--- config.mk ---
export PLATFORM = sky130hd
export DESIGN_NAME = tcspc_photon_record_encoder_core_flat
export DESIGN_NICKNAME = d
export VERILOG_FILES = /design/src/hw/rtl/tpre_pkg.sv /design/src/hw/rtl/tpre_if.sv /design/src/hw/rtl/tpre_csr.sv /design/src/hw/rtl/tpre_ctrl.sv /design/src/hw/rtl/tpre_dp.sv /design/src/hw/rtl/tcspc_photon_record_encoder_core.sv /design/src/flat_wrapper.sv
export SDC_FILE = /design/constraint.sdc
export NUM_CORES = 2
export LEC_CHECK = 0
export ABC_CLOCK_PERIOD_IN_PS = 9500
export BUFFER_PORTS_ARGS = -buffer_cell sky130_fd_sc_hd__buf_4
export CAP_MARGIN = 0
export CORE_UTILIZATION = 60
export DETAILED_ROUTE_END_ITERATION = 10
export PLACE_DENSITY = 0.77
export SLEW_MARGIN = 20
export SYNTH_ARGS = -nofsm -noshare
export SYNTH_HDL_FRONTEND = slang
export SYNTH_SLANG_ARGS = --single-unit
--- constraint.sdc ---
create_clock -name clock -period 9.5 [get_ports clock]
set_input_delay 0.95 -clock clock [delete_from_list [all_inputs] [get_ports clock]]
set_output_delay 0.95 -clock clock [all_outputs]
set_load 0.05 [all_outputs]
--- src/hw/rtl/tpre_pkg.sv ---
// Shared types and constants for the photon record encoder.
// No dependencies; every other file of the block but tpre_if imports this package.
package tpre_pkg;

   localparam int MAP_ENTRIES = 8;
   localparam int MACRO_LIMIT = 4095;
   localparam int MT_BITS     = 12;
   localparam int N_BITS      = 28;
   localparam int OV_BITS     = 52;
   localparam int T_BITS      = 65;
   localparam int C_BITS      = 66;
   localparam int CNT_BITS    = 7;

   localparam logic [CNT_BITS-1:0] DIV1_LAST = CNT_BITS'(T_BITS - 1);
   localparam logic [CNT_BITS-1:0] DIV2_LAST = CNT_BITS'(31);
   localparam logic [N_BITS-1:0]   N_MAX     = {N_BITS{1'b1}};
   localparam logic [3:0]          OVF_TAG   = 4'hC;

   localparam logic [2:0] REG_SYNC_PERIOD   = 3'd0;
   localparam logic [2:0] REG_MICRO_RES     = 3'd1;
   localparam logic [2:0] REG_MACRO_TICK    = 3'd2;
   localparam logic [2:0] REG_N_MICRO       = 3'd3;
   localparam logic [2:0] REG_REVERSE       = 3'd4;
   localparam logic [2:0] REG_CHANNEL_MAP   = 3'd5;
   localparam logic [2:0] REG_MAP_ENTRIES   = 3'd6;

   typedef struct packed {
      logic [31:0] sync_period;
      logic [23:0] micro_resolution;
      logic [15:0] macro_tick;
      logic [15:0] n_micro_channels;
      logic        reverse_micro;
      logic [31:0] channel_map;
      logic [3:0]  channel_map_entries;
   } cfg_type;

   typedef struct packed {
      logic [31:0]        macro_count;
      logic [31:0]        sub_time;
      logic signed [15:0] detector;
      logic [15:0]        micro_channel;
      logic               has_micro;
   } photon_type;

   typedef struct packed {
      logic capture;
      logic mul;
      logic load1;
      logic div_step;
      logic ceil;
      logic diff;
      logic split;
      logic load2;
      logic tac;
      logic load_ovf;
      logic load_pho;
   } cmd_type;

   typedef struct packed {
      logic need_ovf;
      logic out_free;
   } status_type;

   typedef enum logic [3:0] {
      ST_IDLE, ST_MUL, ST_SUM, ST_DIV1, ST_CEIL, ST_DIFF, ST_SPLIT,
      ST_DIV2, ST_TAC, ST_EMIT_OVF, ST_EMIT_PHO
   } state_type;

endpackage

--- src/hw/rtl/tpre_if.sv ---
// Handshake channel interfaces for photon requests and record responses.
// Depends on nothing; field widths follow the block's item definitions.
interface tpre_req_if;
   logic               valid;
   logic               ready;
   logic [31:0]        macro_count;
   logic [31:0]        sub_time;
   logic signed [15:0] detector;
   logic [15:0]        micro_channel;
   logic               has_micro;
   modport source (output valid, macro_count, sub_time, detector, micro_channel, has_micro,
                   input ready);
   modport sink (input valid, macro_count, sub_time, detector, micro_channel, has_micro,
                 output ready);
endinterface

interface tpre_rsp_if;
   logic        valid;
   logic        ready;
   logic [31:0] record_word;
   logic        is_overflow;
   logic        last;
   modport source (output valid, record_word, is_overflow, last, input ready);
   modport sink (input valid, record_word, is_overflow, last, output ready);
endinterface

--- src/hw/rtl/tpre_csr.sv ---
// APB-style configuration register file of the photon record encoder.
// Depends on tpre_pkg for the register indexes and the cfg_type struct.
module tpre_csr
   import tpre_pkg::*;
(
   input  logic        clock,
   input  logic        reset,
   input  logic        psel,
   input  logic        penable,
   input  logic        pwrite,
   input  logic [4:0]  paddr,
   input  logic [31:0] pwdata,
   output logic [31:0] prdata,
   output logic        pready,
   output cfg_type     cfg
);

   cfg_type    cfg_ff, cfg_in;
   logic [2:0] idx;
   logic       wr;

   assign idx    = paddr[4:2];
   assign wr     = psel & penable & pwrite;
   assign pready = 1'b1;
   assign cfg    = cfg_ff;

   always_comb begin
      cfg_in = cfg_ff;
      if (wr) begin
         case (idx)
            REG_SYNC_PERIOD: cfg_in.sync_period         = pwdata;
            REG_MICRO_RES:   cfg_in.micro_resolution    = pwdata[23:0];
            REG_MACRO_TICK:  cfg_in.macro_tick          = pwdata[15:0];
            REG_N_MICRO:     cfg_in.n_micro_channels    = pwdata[15:0];
            REG_REVERSE:     cfg_in.reverse_micro       = pwdata[0];
            REG_CHANNEL_MAP: cfg_in.channel_map         = pwdata;
            REG_MAP_ENTRIES: cfg_in.channel_map_entries = pwdata[3:0];
            default:         cfg_in = cfg_ff;
         endcase
      end
   end

   always_comb begin
      case (idx)
         REG_SYNC_PERIOD: prdata = cfg_ff.sync_period;
         REG_MICRO_RES:   prdata = {8'd0, cfg_ff.micro_resolution};
         REG_MACRO_TICK:  prdata = {16'd0, cfg_ff.macro_tick};
         REG_N_MICRO:     prdata = {16'd0, cfg_ff.n_micro_channels};
         REG_REVERSE:     prdata = {31'd0, cfg_ff.reverse_micro};
         REG_CHANNEL_MAP: prdata = cfg_ff.channel_map;
         REG_MAP_ENTRIES: prdata = {28'd0, cfg_ff.channel_map_entries};
         default:         prdata = 32'd0;
      endcase
   end

   always_ff @(posedge clock) begin
      if (reset) begin
         cfg_ff.sync_period         <= 32'd12500;
         cfg_ff.micro_resolution    <= 24'd3;
         cfg_ff.macro_tick          <= 16'd1;
         cfg_ff.n_micro_channels    <= 16'd4096;
         cfg_ff.reverse_micro       <= 1'b0;
         cfg_ff.channel_map         <= 32'd0;
         cfg_ff.channel_map_entries <= 4'd0;
      end else begin
         cfg_ff <= cfg_in;
      end
   end

endmodule

--- src/hw/rtl/tpre_ctrl.sv ---
// Sequencer of the photon record encoder: walks one photon through the datapath.
// Depends on tpre_pkg for the state, command and status types.
module tpre_ctrl
   import tpre_pkg::*;
(
   input  logic       clock,
   input  logic       reset,
   input  logic       in_valid,
   output logic       in_ready,
   input  status_type status,
   output cmd_type    cmd
);

   state_type           state_ff, state_in;
   logic [CNT_BITS-1:0] cnt_ff, cnt_in;

   always_comb begin
      state_in = state_ff;
      cnt_in   = cnt_ff;
      cmd      = '0;
      in_ready = 1'b0;
      case (state_ff)
         ST_IDLE: begin
            in_ready = 1'b1;
            if (in_valid) begin
               cmd.capture = 1'b1;
               state_in    = ST_MUL;
            end
         end
         ST_MUL: begin
            cmd.mul  = 1'b1;
            state_in = ST_SUM;
         end
         ST_SUM: begin
            cmd.load1 = 1'b1;
            cnt_in    = DIV1_LAST;
            state_in  = ST_DIV1;
         end
         ST_DIV1: begin
            cmd.div_step = 1'b1;
            cnt_in       = cnt_ff - CNT_BITS'(1);
            if (cnt_ff == '0) state_in = ST_CEIL;
         end
         ST_CEIL: begin
            cmd.ceil = 1'b1;
            state_in = ST_DIFF;
         end
         ST_DIFF: begin
            cmd.diff = 1'b1;
            state_in = ST_SPLIT;
         end
         ST_SPLIT: begin
            cmd.split = 1'b1;
            cmd.load2 = 1'b1;
            cnt_in    = DIV2_LAST;
            state_in  = ST_DIV2;
         end
         ST_DIV2: begin
            cmd.div_step = 1'b1;
            cnt_in       = cnt_ff - CNT_BITS'(1);
            if (cnt_ff == '0) state_in = ST_TAC;
         end
         ST_TAC: begin
            cmd.tac  = 1'b1;
            state_in = status.need_ovf ? ST_EMIT_OVF : ST_EMIT_PHO;
         end
         ST_EMIT_OVF: begin
            if (status.out_free) begin
               cmd.load_ovf = 1'b1;
               state_in     = ST_EMIT_PHO;
            end
         end
         ST_EMIT_PHO: begin
            if (status.out_free) begin
               cmd.load_pho = 1'b1;
               state_in     = ST_IDLE;
            end
         end
         default: state_in = ST_IDLE;
      endcase
   end

   always_ff @(posedge clock) begin
      if (reset) begin
         state_ff <= ST_IDLE;
         cnt_ff   <= '0;
      end else begin
         state_ff <= state_in;
         cnt_ff   <= cnt_in;
      end
   end

endmodule

--- src/hw/rtl/tpre_dp.sv ---
// Datapath: wrap extension, absolute time, shared serial divider, record assembly.
// Depends on tpre_pkg; driven by commands from tpre_ctrl.
module tpre_dp
   import tpre_pkg::*;
(
   input  logic        clock,
   input  logic        reset,
   input  cfg_type     cfg,
   input  photon_type  item,
   input  cmd_type     cmd,
   output status_type  status,
   input  logic        out_ready,
   output logic        out_valid,
   output logic [31:0] out_record_word,
   output logic        out_is_overflow,
   output logic        out_last
);

   photon_type          item_ff;
   logic [15:0]         wrap_ff, wrap_in;
   logic [31:0]         prev_ff;
   logic                seen_ff;
   logic [OV_BITS-1:0]  ov_ff, ov_in;
   logic [47:0]         prod_a_ff;
   logic [31:0]         prod_b_ff;
   logic [T_BITS-1:0]   divq_ff, divq_in;
   logic [31:0]         divr_ff, divr_in;
   logic [31:0]         divd_ff, divd_in;
   logic [C_BITS-1:0]   c_ff, d_ff;
   logic                neg_ff;
   logic [31:0]         ph_ff;
   logic [N_BITS-1:0]   n_ff, n_in;
   logic [MT_BITS-1:0]  mt_ff, mt_in;
   logic                ovf_ff, ovf_in;
   logic [15:0]         tac_ff, tac_in;
   logic                valid_ff, valid_in;
   logic [31:0]         word_ff, word_in;
   logic                isovf_ff, isovf_in;
   logic                last_ff, last_in;

   logic [31:0]         per;
   logic [23:0]         res;
   logic [T_BITS-1:0]   t_sum;
   logic [32:0]         rs;
   logic                ge;
   logic [32:0]         rsub;
   logic [C_BITS-1:0]   k_ext;
   logic [OV_BITS:0]    ov_sum;
   logic [17:0]         rev_micro;
   logic [32:0]         val;
   logic [3:0]          entries;
   logic                map_hit;
   logic [3:0]          nibble;

   assign per = (cfg.sync_period == '0) ? 32'd1 : cfg.sync_period;
   assign res = (cfg.micro_resolution == '0) ? 24'd1 : cfg.micro_resolution;

   // Count a wrap when the macro count falls back by more than half its range.
   always_comb begin
      wrap_in = wrap_ff;
      if (seen_ff && item.macro_count < prev_ff &&
          (prev_ff - item.macro_count) > 32'h8000_0000)
         wrap_in = wrap_ff + 16'd1;
   end

   assign t_sum = {1'b0, prod_b_ff, 32'd0} + {17'd0, prod_a_ff} + {33'd0, item_ff.sub_time};

   // One restoring division step.
   assign rs   = {divr_ff, divq_ff[T_BITS-1]};
   assign ge   = rs >= {1'b0, divd_ff};
   assign rsub = rs - {1'b0, divd_ff};

   always_comb begin
      divq_in = divq_ff;
      divr_in = divr_ff;
      divd_in = divd_ff;
      if (cmd.load1) begin
         divq_in = t_sum;
         divr_in = '0;
         divd_in = per;
      end else if (cmd.load2) begin
         divq_in = {ph_ff, 33'd0};
         divr_in = '0;
         divd_in = {8'd0, res};
      end else if (cmd.div_step) begin
         divq_in = {divq_ff[T_BITS-2:0], ge};
         divr_in = ge ? rsub[31:0] : rs[31:0];
      end
   end

   assign k_ext = {2'd0, ov_ff, 12'd0};

   // Split the macrotime distance into overflow count and residue.
   always_comb begin
      n_in   = '0;
      mt_in  = d_ff[MT_BITS-1:0];
      ovf_in = 1'b0;
      if (neg_ff) begin
         mt_in = '0;
      end else if (d_ff[C_BITS-1:64] != '0) begin
         n_in   = N_MAX;
         mt_in  = MT_BITS'(MACRO_LIMIT);
         ovf_in = 1'b1;
      end else if (d_ff[63:MT_BITS] != '0) begin
         ovf_in = 1'b1;
         if (d_ff[63:MT_BITS+N_BITS] != '0) begin
            n_in  = N_MAX;
            mt_in = MT_BITS'(MACRO_LIMIT);
         end else begin
            n_in = d_ff[MT_BITS+N_BITS-1:MT_BITS];
         end
      end
   end

   assign ov_sum = {1'b0, ov_ff} + {{(OV_BITS+1-N_BITS){1'b0}}, n_ff};
   assign ov_in  = ov_sum[OV_BITS] ? {OV_BITS{1'b1}} : ov_sum[OV_BITS-1:0];

   // Micro channel: input (reversed if configured), or phase quotient, then clamp.
   assign rev_micro = {2'd0, cfg.n_micro_channels} - {2'd0, item_ff.micro_channel} - 18'd1;

   always_comb begin
      if (item_ff.has_micro)
         val = cfg.reverse_micro ? {{15{rev_micro[17]}}, rev_micro}
                                 : {17'd0, item_ff.micro_channel};
      else
         val = {1'b0, divq_ff[31:0]};
      if (cfg.n_micro_channels == '0 || val[32])
         tac_in = '0;
      else if (val[31:0] >= {16'd0, cfg.n_micro_channels})
         tac_in = cfg.n_micro_channels - 16'd1;
      else
         tac_in = val[15:0];
   end

   assign entries = (cfg.channel_map_entries > 4'(MAP_ENTRIES)) ? 4'(MAP_ENTRIES)
                                                                : cfg.channel_map_entries;
   assign map_hit = !item_ff.detector[15] &&
                    ({1'b0, item_ff.detector[14:0]} < {12'd0, entries});
   assign nibble  = map_hit ? cfg.channel_map[{item_ff.detector[2:0], 2'b00} +: 4]
                            : item_ff.detector[3:0];

   always_comb begin
      valid_in = valid_ff;
      word_in  = word_ff;
      isovf_in = isovf_ff;
      last_in  = last_ff;
      if (valid_ff && out_ready) valid_in = 1'b0;
      if (cmd.load_ovf) begin
         valid_in = 1'b1;
         word_in  = {OVF_TAG, n_ff};
         isovf_in = 1'b1;
         last_in  = 1'b0;
      end else if (cmd.load_pho) begin
         valid_in = 1'b1;
         word_in  = {tac_ff, nibble, mt_ff};
         isovf_in = 1'b0;
         last_in  = 1'b1;
      end
   end

   assign status.need_ovf = ovf_ff;
   assign status.out_free = !valid_ff || out_ready;

   assign out_valid       = valid_ff;
   assign out_record_word = word_ff;
   assign out_is_overflow = isovf_ff;
   assign out_last        = last_ff;

   always_ff @(posedge clock) begin
      if (reset) begin
         wrap_ff  <= '0;
         prev_ff  <= '0;
         seen_ff  <= 1'b0;
         ov_ff    <= '0;
         valid_ff <= 1'b0;
      end else begin
         valid_ff <= valid_in;
         if (cmd.capture) begin
            wrap_ff <= wrap_in;
            prev_ff <= item.macro_count;
            seen_ff <= 1'b1;
         end
         if (cmd.load_ovf) ov_ff <= ov_in;
      end
   end

   always_ff @(posedge clock) begin
      if (cmd.capture) item_ff <= item;
      if (cmd.mul) begin
         prod_a_ff <= cfg.macro_tick * item_ff.macro_count;
         prod_b_ff <= wrap_ff * cfg.macro_tick;
      end
      divq_ff <= divq_in;
      divr_ff <= divr_in;
      divd_ff <= divd_in;
      if (cmd.ceil) begin
         c_ff  <= {1'b0, divq_ff} + {65'd0, (divr_ff != '0)};
         ph_ff <= cfg.reverse_micro ? (divd_ff - divr_ff) : divr_ff;
      end
      if (cmd.diff) begin
         neg_ff <= c_ff < k_ext;
         d_ff   <= c_ff - k_ext;
      end
      if (cmd.split) begin
         n_ff   <= n_in;
         mt_ff  <= mt_in;
         ovf_ff <= ovf_in;
      end
      if (cmd.tac) tac_ff <= tac_in;
      word_ff  <= word_in;
      isovf_ff <= isovf_in;
      last_ff  <= last_in;
   end

endmodule

--- src/hw/rtl/tcspc_photon_record_encoder_core.sv ---
// Channel   Dir  Handshake      Payload
// req       in   valid/ready    macro_count, sub_time, detector, micro_channel, has_micro
// rsp       out  valid/ready    record_word, is_overflow, last
// csr       in   APB write/read sync_period .. channel_map_entries
//
// From acceptance to its photon record being loaded (after an overflow record when
// one is needed), a photon runs a 65-step division of the absolute time by the sync
// period and a 32-step division of the phase by the micro resolution on one shared
// serial divider; the next photon is taken only after its photon record is loaded.
// Synchronous active-high reset clears the wrap, overflow and sequencer state.
// A new photon is accepted while the last record still waits in the output register;
// rsp stalls only hold the sequencer in its emit states.
// Top level; depends on tpre_pkg, tpre_if, tpre_csr, tpre_ctrl and tpre_dp.
module tcspc_photon_record_encoder_core
   import tpre_pkg::*;
(
   input  logic        clock,
   input  logic        reset,
   tpre_req_if.sink    req,
   tpre_rsp_if.source  rsp,
   input  logic        psel,
   input  logic        penable,
   input  logic        pwrite,
   input  logic [4:0]  paddr,
   input  logic [31:0] pwdata,
   output logic [31:0] prdata,
   output logic        pready
);

   cfg_type    cfg;
   cmd_type    cmd;
   status_type status;
   photon_type item;
   logic       in_ready;

   assign item.macro_count   = req.macro_count;
   assign item.sub_time      = req.sub_time;
   assign item.detector      = req.detector;
   assign item.micro_channel = req.micro_channel;
   assign item.has_micro     = req.has_micro;
   assign req.ready          = in_ready;

   tpre_csr u_csr (
      .clock   (clock),
      .reset   (reset),
      .psel    (psel),
      .penable (penable),
      .pwrite  (pwrite),
      .paddr   (paddr),
      .pwdata  (pwdata),
      .prdata  (prdata),
      .pready  (pready),
      .cfg     (cfg)
   );

   tpre_ctrl u_ctrl (
      .clock    (clock),
      .reset    (reset),
      .in_valid (req.valid),
      .in_ready (in_ready),
      .status   (status),
      .cmd      (cmd)
   );

   tpre_dp u_dp (
      .clock           (clock),
      .reset           (reset),
      .cfg             (cfg),
      .item            (item),
      .cmd             (cmd),
      .status          (status),
      .out_ready       (rsp.ready),
      .out_valid       (rsp.valid),
      .out_record_word (rsp.record_word),
      .out_is_overflow (rsp.is_overflow),
      .out_last        (rsp.last)
   );

   a_ovf_not_last: assert property (@(posedge clock) disable iff (reset)
      rsp.valid && rsp.is_overflow |-> !rsp.last && rsp.record_word[31:28] == OVF_TAG)
      else $error("overflow record malformed");

   a_busy_after_accept: assert property (@(posedge clock) disable iff (reset)
      req.valid && req.ready |=> !req.ready)
      else $error("second photon accepted while busy");

   a_tac_clamped: assert property (@(posedge clock) disable iff (reset)
      rsp.valid && !rsp.is_overflow && cfg.n_micro_channels != '0
      |-> rsp.record_word[31:16] < cfg.n_micro_channels)
      else $error("micro channel beyond clamp");

endmodule

--- src/flat_wrapper.sv ---
// flat-port wrapper written by rule: the top's interface ports become plain ports
module tcspc_photon_record_encoder_core_flat import tpre_pkg::*;
  (clock, reset, psel, penable, pwrite, paddr, pwdata, prdata, pready, req_valid, req_macro_count, req_sub_time, req_detector, req_micro_channel, req_has_micro, req_ready, rsp_valid, rsp_record_word, rsp_is_overflow, rsp_last, rsp_ready);
  tpre_req_if req_i ();
  tpre_rsp_if rsp_i ();
  input  logic clock;
  input  logic reset;
  input  logic psel;
  input  logic penable;
  input  logic pwrite;
  input  logic [4:0] paddr;
  input  logic [31:0] pwdata;
  output logic [31:0] prdata;
  output logic pready;
  input wire logic [$bits(req_i.valid)-1:0] req_valid;
  input wire logic [$bits(req_i.macro_count)-1:0] req_macro_count;
  input wire logic [$bits(req_i.sub_time)-1:0] req_sub_time;
  input wire logic [$bits(req_i.detector)-1:0] req_detector;
  input wire logic [$bits(req_i.micro_channel)-1:0] req_micro_channel;
  input wire logic [$bits(req_i.has_micro)-1:0] req_has_micro;
  output wire logic [$bits(req_i.ready)-1:0] req_ready;
  output wire logic [$bits(rsp_i.valid)-1:0] rsp_valid;
  output wire logic [$bits(rsp_i.record_word)-1:0] rsp_record_word;
  output wire logic [$bits(rsp_i.is_overflow)-1:0] rsp_is_overflow;
  output wire logic [$bits(rsp_i.last)-1:0] rsp_last;
  input wire logic [$bits(rsp_i.ready)-1:0] rsp_ready;
  assign req_i.valid = req_valid;
  assign req_i.macro_count = req_macro_count;
  assign req_i.sub_time = req_sub_time;
  assign req_i.detector = req_detector;
  assign req_i.micro_channel = req_micro_channel;
  assign req_i.has_micro = req_has_micro;
  assign req_ready = req_i.ready;
  assign rsp_valid = rsp_i.valid;
  assign rsp_record_word = rsp_i.record_word;
  assign rsp_is_overflow = rsp_i.is_overflow;
  assign rsp_last = rsp_i.last;
  assign rsp_i.ready = rsp_ready;
  tcspc_photon_record_encoder_core u_core (.clock(clock), .reset(reset), .req(req_i), .rsp(rsp_i), .psel(psel), .penable(penable), .pwrite(pwrite), .paddr(paddr), .pwdata(pwdata), .prdata(prdata), .pready(pready));
endmodule
==> out/qor.log <==
qor: synthesis.synth.net_count 8,720
qor: cts.clk_transition_reported_paths 0.06 ns
qor: cts.tritoncts_num_sinks 800
qor: setup_path.critPathMaxFanout 16
qor: cells_and_area.final_cell_mix sky130_fd_sc_hd__nand2_1, sky130_fd_sc_hd__inv_1, sky130_fd_sc_hd__fa_1
qor: drt.initialDrtViolationCount 5,345
qor: timing.final.setup.tns 0 ns
qor: setup_path.crit_top_cell sky130_fd_sc_hd__fa_1
qor: grt.grt_pass1_wl 303,900 um
qor: die.die_area 0.1169 mm^2
qor: timing.setup_viol 0
qor: cells_and_area.layout-drive-gt1-share 6.838%
qor: synthesis.yosys_register_bits 800
qor: hold_path.timing.hold.worst.class in2reg
qor: power_and_ir_drop.power.share.switching 32.40%
qor: grt.grt_start_max_net_pins 87
qor: cells_and_area.layoutNonFillerInstCount 9,076
qor: die.starting_density_of_the_core 60.56%
qor: setup_path.critical_path_class reg2reg
qor: place.dp.cells 8,911
qor: drt.route.detailed.vias_per_inst 6.079
qor: drt.wl 196,100 um
qor: cts.hold_buffers 0
qor: setup_path.start_kind flop
qor: synthesis.async_reset_ff_share 0%
qor: cts.cts_max_level 3
qor: cts.post_cts_resize_count 0
qor: setup_path.critical_path.endpoint_type flop
qor: timing.max_clock_freq 122.0 MHz
qor: drt.detail_route.drc_violations 40
qor: grt.first_global_vias 54,360
qor: setup_path.crit_chain nand2_1 > fa_1 > inv_1 > fa_1 > fa_1 > fa_1 > fa_1 > inv_1 > fa_1 > inv_1 > ha_1 > a21o_1 > a21o_1 > a21o_1 > a31o_2 > a41oi_1 > a21boi_0 > a221o_1 > a211oi_1 > o21ai_0 > a41o_1 > a21oi_1 > xnor2_1
qor: die.io_pins 210
qor: setup_path.buffering_stage_count_on_the_worst_path_with_inverters_included 3
qor: timing.max-slew-margin-rel 23.08%
qor: grt.number_of_antenna_violations_at_the_first_check_in_global_routing 9
qor: drt.route.antenna.remaining_nets 0
qor: setup_path.timing.critical_path.arrival 8.57 ns
qor: timing.period_needed 8.196 ns
qor: power_and_ir_drop.p_switching 3.315 mW
qor: flow_run.number_of_violations_of_the_max_capacitance_limit 0
qor: timing.timing.final.max_slew_violations 0
qor: synthesis.avgSynthCellArea 9.282 um^2
qor: setup_path.max_stage_delay 0.87 ns
qor: cts.cts-root-buf sky130_fd_sc_hd__clkbuf_16
qor: setup_path.worst-endpoint-required 9.87 ns
qor: synthesis.synth_enable_flop_cells 524
qor: synthesis.synthDistinctLibCells 90
qor: synthesis.yosys_warnings 0
qor: cts.postCtsSetupRepairBufs 0
qor: timing.grt_setup_unrepaired no
qor: synthesis.synthesis.instances 7,471
qor: power_and_ir_drop.clkPwrFrac 33.8%
qor: setup_path.worst-r2r-setup-slack 1.30 ns
qor: die.num_rows 124
qor: run_status.outcome finished with violations
qor: drt.detail_route.first_pass.iterations 9
qor: grt.grt_remaining_overflow 0
qor: place.place.detailed.hpwl 147,700 um
qor: die.design.core.area 0.1145 mm^2
qor: grt.grtUsageTotal 33.46%
qor: timing.clock_skew 0.08629 ns
qor: place.finalWeightedCongestion 0.9813
qor: drt.post_drt_wl_per_cell 21.60 um
qor: power_and_ir_drop.cellLeakagePower 32.38 nW
qor: power_and_ir_drop.p_int 6.916 mW
qor: synthesis.synth.yosys.seq_area_share 30.66%
qor: cts.cts-buffers-inserted 88
qor: cells_and_area.finish.net_count 8,738
qor: timing.timing_worst_slew_pin_value 1.154 ns
qor: power_and_ir_drop.sequentialPowerShare 42.5%
qor: cts.clockBufferDepth 3
qor: timing.hold_violations 0
qor: die.dieHeight 342.0 um
qor: setup_path.crit_path_top_delay_cell sky130_fd_sc_hd__edfxtp_1
qor: power_and_ir_drop.power_per_cell_area 136.4 mW/mm^2
qor: setup_path.critical-path-top-delay-family adder cells
qor: synthesis.post_synth_instance_area 0.06934 mm^2
qor: cts.cts_tree done
qor: cells_and_area.layout_commonest_cell sky130_fd_sc_hd__nand2_1
qor: cells_and_area.flow.area_growth_from_synthesis 8.145%
qor: cts.insertion_delay 0.71 ns
qor: power_and_ir_drop.comb_power_share 23.6%
qor: die.die_width 342.0 um
qor: synthesis.dominantRegCellSynth sky130_fd_sc_hd__edfxtp_1
qor: drt.vias 55,170
qor: timing.final.period_utilization 86.28%
qor: power_and_ir_drop.peak_ir_drop_on_the_vdd_network 141.0 uV
qor: place.numPortBuffers 206
qor: run_status.violations_in_the_final_reports design-rule violations
## worst reg2reg max path: cells and delay by family, from the launching register on
family | cells | cell delay, ns
adders and majority gates | 7 | 3.49
buffers and inverters | 3 | 0.15
and+or+nand+nor | 1 | 0.18
xor gates and xnor gates | 1 | 0.10
DFF | 1 | 0.87
AOI/OAI and AO/OA | 11 | 3.09
## per-stage QoR
step | instance area, um^2 | hold slack [ns] | setup WS (ns) | power (mW) | util [%]
floorplan | 69340 | 0.4003 | 1.484 | 6.015 | -
global placement | 72040 | 0.4032 | 1.549 | 6.717 | 62.92
detailed placement | 72060 | 0.4065 | 1.493 | 6.775 | 62.93
CTS | 74980 | 0.3877 | 1.423 | 10.21 | 65.49
global route | 74980 | 0.3966 | 1.011 | 10.63 | 65.49
finish | 74990 | 0.4198 | 1.304 | 10.23 | 65.50
## power by group through the flow
stage / logic [mW] / clock network [mW] / registers, mW
floorplan: 1.76 / 0 / 4.25
global placement: 2.31 / 0 / 4.40
detailed placement: 2.36 / 0 / 4.41
CTS: 2.38 / 3.49 / 4.34
global route: 2.65 / 3.62 / 4.36
finish: 2.42 / 3.46 / 4.35
## registers in the layout, summed over array words and instances (netlist names), 32 cells and up
name,count
u_core.u_dp.prev_ff,32
u_core.u_dp.ov_ff,52
u_core.u_dp.out_record_word,32
u_core.u_dp.divr_ff,32
u_core.u_dp.prod_b_ff,32
u_core.u_dp.c_ff,66
u_core.u_dp.ph_ff,32
u_core.u_dp.item_ff,97
u_core.u_dp.prod_a_ff,48
u_core.u_dp.divd_ff,32
u_core.u_dp.divq_ff,65
u_core.u_dp.d_ff,66
u_core.u_csr.cfg,125
## cells in the mapped netlist, drive strengths merged, types with 37 or more instances
library cell | n | share of area, %
a21o | 156 | 1.7
a21oi | 435 | 3.2
a221oi | 37 | 0.47
a22oi | 64 | 0.69
a31oi | 37 | 0.33
and2 | 343 | 3.1
and3 | 45 | 0.41
clkbuf | 315 | 1.7
dfxtp | 276 | 8.0
edfxtp | 524 | 23
fa | 619 | 18
ha | 489 | 8.8
inv | 951 | 5.1
mux2i | 72 | 1.0
nand2 | 1119 | 6.1
nand2b | 52 | 0.47
nand3 | 108 | 0.78
nand4 | 72 | 0.65
nor2 | 316 | 1.7
nor2b | 62 | 0.56
nor3 | 112 | 0.81
nor4 | 60 | 0.54
o21a | 78 | 0.84
o21ai | 248 | 1.8
o22ai | 52 | 0.47
or3 | 37 | 0.33
xnor2 | 235 | 3.0
xor2 | 135 | 1.7
## per-layer routing
layer	track usage, %	wire length, um	up-vias
li1	-	-	25140
met1	44.91	78770	26790
met2	52.58	88370	2684
met3	6.414	18880	543
met4	15.49	9975	10
met5	0	75	-
## kinds of logic after synthesis
family | share of synthesized area (%)
compound gates | 12.76
xor+xnor | 4.673
fa+ha+maj | 26.69
buf+inv | 7.091
flops | 30.66
mux | 1.743
other cells | 0.005408
simple gates | 16.37
## final timing paths
path,startpoint,end,cells after the start
hold / removal,req_sub_time[8],u_core.u_dp.item_ff[41]$_DFFE_PP_,1
setup / recovery,u_core.u_dp.item_ff[73]$_DFFE_PP_,u_core.u_dp.prod_a_ff[42]$_DFFE_PN_,23
hold reg to reg,u_core.u_dp.c_ff[6]$_DFFE_PP_,u_core.u_dp.d_ff[6]$_DFFE_PP_,0
setup reg to reg,u_core.u_dp.item_ff[73]$_DFFE_PP_,u_core.u_dp.prod_a_ff[42]$_DFFE_PN_,23
## final cells by class
cell class | instances | area [um^2]
multi-input combinational | 5374 | 43250
clock inverter | 47 | 511.7
timing repair buffer | 273 | 2053
inverter | 952 | 3580
sequential | 800 | 21280
clock buffer | 115 | 2416
tap | 1512 | 1892
antenna | 3 | 7.507
fill | 9165 | 39510
Note: power is estimated with default switching activity, not from simulation.
